File: src/hdl/bfia_pkg.sv
// Shared types and constants for the blob follow / IR avoid steering block.
`timescale 1ns / 1ps
`default_nettype none

package bfia_pkg;

    // Request kinds on the input channel
    localparam logic REQ_BLOB  = 1'b0;
    localparam logic REQ_FRAME = 1'b1;

    // Configuration register indexes
    localparam int unsigned CFG_INDEX_W = 3;
    localparam logic [CFG_INDEX_W-1:0] CFG_FOLLOW_MODE   = 3'd0;
    localparam logic [CFG_INDEX_W-1:0] CFG_IMAGE_WIDTH   = 3'd1;
    localparam logic [CFG_INDEX_W-1:0] CFG_MIN_BLOB_ROW  = 3'd2;
    localparam logic [CFG_INDEX_W-1:0] CFG_MIN_BLOB_AREA = 3'd3;
    localparam logic [CFG_INDEX_W-1:0] CFG_TARGET_AREA   = 3'd4;

    // Result field widths
    localparam int unsigned SPEED_W = 12;
    localparam int unsigned TURN_W  = 13;

    // Speed and turn limits (1/65536 m/s, 1/4096 rad/s)
    localparam logic [SPEED_W-1:0]       SPEED_MAX = 12'd3277;
    localparam logic signed [TURN_W-1:0] TURN_MAX  = 13'sd3217;
    localparam logic signed [TURN_W-1:0] TURN_IDLE = 13'sd1229;

    // Avoid mode: speed = 48*m - 23593, idle turn below 0.01 m/s and 0.1 rad
    localparam int unsigned AVOID_SPEED_GAIN = 48;
    localparam int unsigned AVOID_SPEED_OFS  = 23593;
    localparam int unsigned AVOID_SLOW       = 656;
    localparam int unsigned AVOID_STRAIGHT   = 410;

    // Follow mode IR safety gate (0.1 m outer, 0.08 m inner)
    localparam int unsigned GATE_OUTER = 409;
    localparam int unsigned GATE_INNER = 327;

    // Turn = round(x*4096/125); offsets of 99 px and more saturate
    localparam int unsigned TURN_MAG_SAT = 99;
    localparam int unsigned TURN_RND     = 62;
    localparam logic [19:0] TURN_RECIP   = 20'd536871;  // ceil(2^26/125)
    localparam int unsigned TURN_SHIFT   = 26;

    // Speed = round(d*65536/22500); differences above 1125 saturate
    localparam int unsigned SPEED_DIFF_SAT = 1125;
    localparam int unsigned SPEED_RND      = 11250;
    localparam logic [22:0] SPEED_RECIP    = 23'd6108398;  // ceil(2^37/22500)
    localparam int unsigned SPEED_SHIFT    = 37;

    // Reset values of the held state
    localparam int unsigned SMOOTH_RESET = 13000;

    // Per-request update strobes from the input stage
    typedef struct packed {
        logic blob_en;
        logic frame_en;
    } step_ctrl_t;

endpackage

`default_nettype wire

File: src/hdl/bfia_blob_select.sv
// Per-frame blob choice: keeps the chosen blob of the current frame.
`timescale 1ns / 1ps
`default_nettype none

module bfia_blob_select #(
    parameter int unsigned COORD_BITS = 12,
    parameter int unsigned AREA_BITS  = 24
) (
    input  wire                     aclk,
    input  wire                     aresetn,
    input  bfia_pkg::step_ctrl_t    ctrl,
    input  wire  [COORD_BITS-1:0]   blob_x,
    input  wire  [COORD_BITS-1:0]   blob_y,
    input  wire  [AREA_BITS-1:0]    blob_area,
    input  wire  [COORD_BITS-1:0]   min_blob_row,
    output logic [COORD_BITS-1:0]   best_col,
    output logic [COORD_BITS-1:0]   best_row,
    output logic [AREA_BITS-1:0]    best_size,
    output logic                    has_blob
);

    logic [COORD_BITS-1:0] col_reg, row_reg;
    logic [AREA_BITS-1:0]  size_reg;
    logic                  has_reg;
    logic                  take;

    // First blob of a frame always wins; later ones need row and larger area
    assign take = ctrl.blob_en &&
                  (!has_reg || (blob_y > min_blob_row && blob_area > size_reg));

    always_ff @(posedge aclk) begin
        if (!aresetn) begin
            col_reg  <= '0;
            row_reg  <= '0;
            size_reg <= '0;
            has_reg  <= 1'b0;
        end else if (take) begin
            col_reg  <= blob_x;
            row_reg  <= blob_y;
            size_reg <= blob_area;
            has_reg  <= 1'b1;
        end else if (ctrl.frame_en) begin
            has_reg  <= 1'b0;
        end
    end

    assign best_col  = col_reg;
    assign best_row  = row_reg;
    assign best_size = size_reg;
    assign has_blob  = has_reg;

endmodule

`default_nettype wire

File: config.mk
export PLATFORM = sky130hd
export DESIGN_NAME = bfia_blob_select
export DESIGN_NICKNAME = d
export VERILOG_FILES = /design/src/hdl/bfia_pkg.sv /design/src/hdl/bfia_blob_select.sv
export SDC_FILE = /design/constraint.sdc
export NUM_CORES = 1
export LEC_CHECK = 0
export ABC_AREA = 1
export BUFFER_PORTS_ARGS = -buffer_cell sky130_fd_sc_hd__buf_2
export CAP_MARGIN = 20
export CORE_MARGIN = 2
export CORE_UTILIZATION = 50
export DETAILED_ROUTE_END_ITERATION = 12
export GPL_TIMING_DRIVEN = 0
export PLACE_DENSITY_LB_ADDON = 0.12
export SETUP_SLACK_MARGIN = 0.05
export SLEW_MARGIN = 20
export SYNTH_ARGS = -nofsm -noshare
export SYNTH_HDL_FRONTEND = slang
export SYNTH_SLANG_ARGS = --single-unit
File: constraint.sdc
create_clock -name aclk -period 2.4 [get_ports aclk]
set_input_delay 0 -clock aclk [delete_from_list [all_inputs] [get_ports aclk]]
set_output_delay 0 -clock aclk [all_outputs]
set_load 0.02 [all_outputs]
==> impl_metrics.py <==
metrics = {
    "placement": {
        "dpl_worst_slack_ns": 0.309,
        "port_buffers": 110,
        "dp_cells": 678,
        "place.detailed.hpwl_um": 6130,
        "gp_congestion": 0.798,
    },
    "clock_network": {
        "numCtsBuffers": 5,
        "cts_setup_buffers": 0,
        "cts_root_buf": "clkbuf_8",
        "cts_tree": "built",
        "clk_latency_ns": 0.29,
        "cts_max_path_buffers": 2,
        "cts.clk_slew.worst_paths_ns": 0.09,
        "htree_levels": 2,
        "cts_resized": 0,
        "clkSinkCount": 49,
    },
    "layout": {
        "multi_input_area_um2": 1790,
        "area_delta_synth_final_pct": 22.7,
        "fin_cells": 687,
        "drive_gt1_frac": 0.267,
        "antenna_cells": 0,
        "layout_common_cells": "buf_2 (119), nand2_1 (101), inv_1 (97)",
        "nNetsFinal": 709,
        "fillers": 634,
        "regArea_um2": 981,
        "layout_commonest_cell": "buf_2",
    },
    "floorplan": {
        "chipWidth_um": 85.0,
        "die_h_um": 85.0,
        "initial_core_util": 0.516,
        "ios": 113,
        "core_area_um2": 6350,
        "rows": 29,
        "dieArea_um2": 7220,
    },
    "synthesis": {
        "synth_largest_area_cell": "dfxtp_1",
        "synthMuxAreaShare": 0,
        "ys_types": 18,
        "synth-compound-area-share": 0.137,
        "syn_inst": 491,
        "synth_area_per_cell_um2": 6.67,
        "syn_area_um2": 3280,
        "synth_top_family_by_area": "simple AND/OR/NAND/NOR gates",
        "synth_xor_area_frac": 0,
        "synth-seq-cells": 49,
        "synth_area_leaders": "dfxtp_1 (30%), ha_1 (14%), nand2_1 (12%)",
        "synth_fa_ha_area_frac": 0.137,
        "ys_seq_area_frac": 0.299,
        "ys_warn_count": 0,
        "syn_nets": 591,
        "yosys.area_share.simple": 0.273,
        "synth.top_cell.area_share": 0.299,
    },
    "worst_setup_path": {
        "cp_slowest_cell": "dfxtp_1",
        "r2r-start": "best_size[23]",
        "worstSetupPathType": "reg2reg",
        "r2r_end": "best_size[13]",
        "cp_cell_sequence": "inv_1, ha_1, nand2_1, nor2_1, nand2_1, nor2_1, nand2_1, nand2_1, nor2_1, nand2_2, nand2_4, buf_6, buf_6, a21oi_2, nor2_1",
        "crit_buf_inv": 3,
        "regToRegSetupSlack_ns": 0.31,
        "cp_data_required_time_ns": 2.59,
        "cp-end-kind": "flop",
        "critPathMaxFanout": 10,
        "crit_arrival_ns": 2.28,
        "cp-start-kind": "flop",
        "slowest_delay_ns": 0.39,
        "rr_worst_depth": 15,
        "critical_path.top_delay_family": "simple AND/OR/NAND/NOR gates",
    },
    "routing": {
        "first_iter_violations": 97,
        "wl_um": 7770,
        "drt_pre_antenna_iters": 4,
        "ant_nets": 0,
        "routedWlPerCell_um": 11.3,
        "drc_errors": 0,
        "drt-vias-per-instance": 4.79,
        "num_vias": 3288,
    },
    "sta": {
        "setup_tns_ns": 0,
        "maxSlewHeadroom": 0.658,
        "post-route-period-util": 0.871,
        "drv_slew": 0,
        "min_period_ns": 2.09,
        "hold_viol": 0,
        "fmax_ghz": 0.479,
        "worst_pin_slew_ns": 0.513,
        "skew_ns": 0.00614,
        "grt_setup_unrepaired": "false",
        "setup_slack_ns": 0.311,
        "setup_viol": 0,
        "whs_ns": 0.0172,
    },
    "flow_run": {
        "cap_violations": 0,
    },
    "worst_hold_path": {
        "min-delay-start": "blob_x[6]",
        "holdPathStages": 5,
        "hp-class": "in2reg",
        "hold_end": "best_col[6]",
    },
    "grt": {
        "antenna_found_initial": 0,
        "grt_pass1_vias": 3164,
        "grt_max_degree": 16,
        "grt_pass1_wl_um": 13000,
        "grt_use_total": 0.216,
        "grt-ovfl-total": 0,
    },
    "power_and_ir_drop": {
        "vdd_drop_max_mv": 0.269,
        "power.density_nw_per_um2": 531,
        "p_total_w": 0.00214,
        "p_leak_nw": 2.33,
    },
    "run_status": {
        "outcome": "completed",
    },
}
## state kept, by name, indices dropped and copies added, names as in the netlist
name / count
best_size: 24
best_col: 12
has_blob: 1
best_row: 12
## timing repair
item                                    4_1_cts  5_1_grt
hold endpoints to repair                      1        0
hold buffers                                  1        0
endpoints found under the setup margin        0        0
## cell families after synthesis
kind of cell,Yosys count
compound gates,65
fa+ha+maj,36
buf+inv,123
flops,49
simple gates,218
## metrics by stage
| stage | utilization | instance area (um^2) |
|---|---|---|
| 6_report | 0.633 | 4020 |
| 5_1_grt | 0.633 | 4020 |
| 4_1_cts | 0.633 | 4020 |
| 3_5_place_dp | 0.618 | 3920 |
| 3_3_place_gp | 0.618 | 3920 |
| 2_1_floorplan | - | 3280 |
## worst register-to-register path, cell delays in order, from the launching register on
cell	delay, ns
dfxtp_1	0.39
inv_1	0.06
ha_1	0.29
nand2_1	0.07
nor2_1	0.15
nand2_1	0.09
nor2_1	0.14
nand2_1	0.06
nand2_1	0.05
nor2_1	0.05
nand2_2	0.08
nand2_4	0.07
buf_6	0.15
buf_6	0.15
a21oi_2	0.13
nor2_1	0.06
## cells in the mapped netlist
| cell | number |
|---|---|
| buf_2 | 9 |
| nand2_2 | 1 |
| o21ai_0 | 1 |
| inv_1 | 97 |
| a21o_1 | 3 |
| buf_6 | 4 |
| clkbuf_1 | 7 |
| buf_1 | 6 |
| nor2_1 | 63 |
| or2_0 | 1 |
| nand2_1 | 101 |
| nand2_4 | 1 |
| dfxtp_1 | 49 |
| nand3_1 | 51 |
| a21oi_1 | 30 |
| a21oi_2 | 30 |
| a21boi_0 | 1 |
| ha_1 | 36 |
## cell type report
type,instances,share of cell area
tap,77,0.0240
clock buffer,5,0.0171
buffer,26,0.0345
sequential,49,0.244
inverter,97,0.0906
timing repair buffer,111,0.139
clock inverter,3,0.00436
multi-input combinational,319,0.446
## metal layers
metal  up-vias  GRT usage  part of all wire
li1       1750          -                 -
met1      1445      0.258              0.44
met2        85      0.397              0.49
met3         8     0.0379             0.059
met4         0     0.0592             0.012
met5         -          0                 0
## where the power goes
part           leakage (nW)  switching, W  total [W]  internal [W]
sequential            0.407     0.0000543   0.000943      0.000888
combinational          1.88      0.000429   0.000714      0.000285
clock                0.0439      0.000277   0.000479      0.000202
## worst max-delay path by stage
stage | startpoint | end | slack [ns] | cells after the start
global route | best_size[23] | best_row[7] | 0.09 | 15
CTS | best_size[23] | best_size[13] | 0.29 | 15
detailed placement | best_size[23] | best_size[13] | 0.31 | 15
global placement | best_size[23] | best_size[20] | 0.36 | 15
floorplan | best_size[23] | best_size[10] | 0.42 | 15
finish | best_size[23] | best_size[13] | 0.31 | 15
Note: power is estimated with default switching activity, not from simulation.
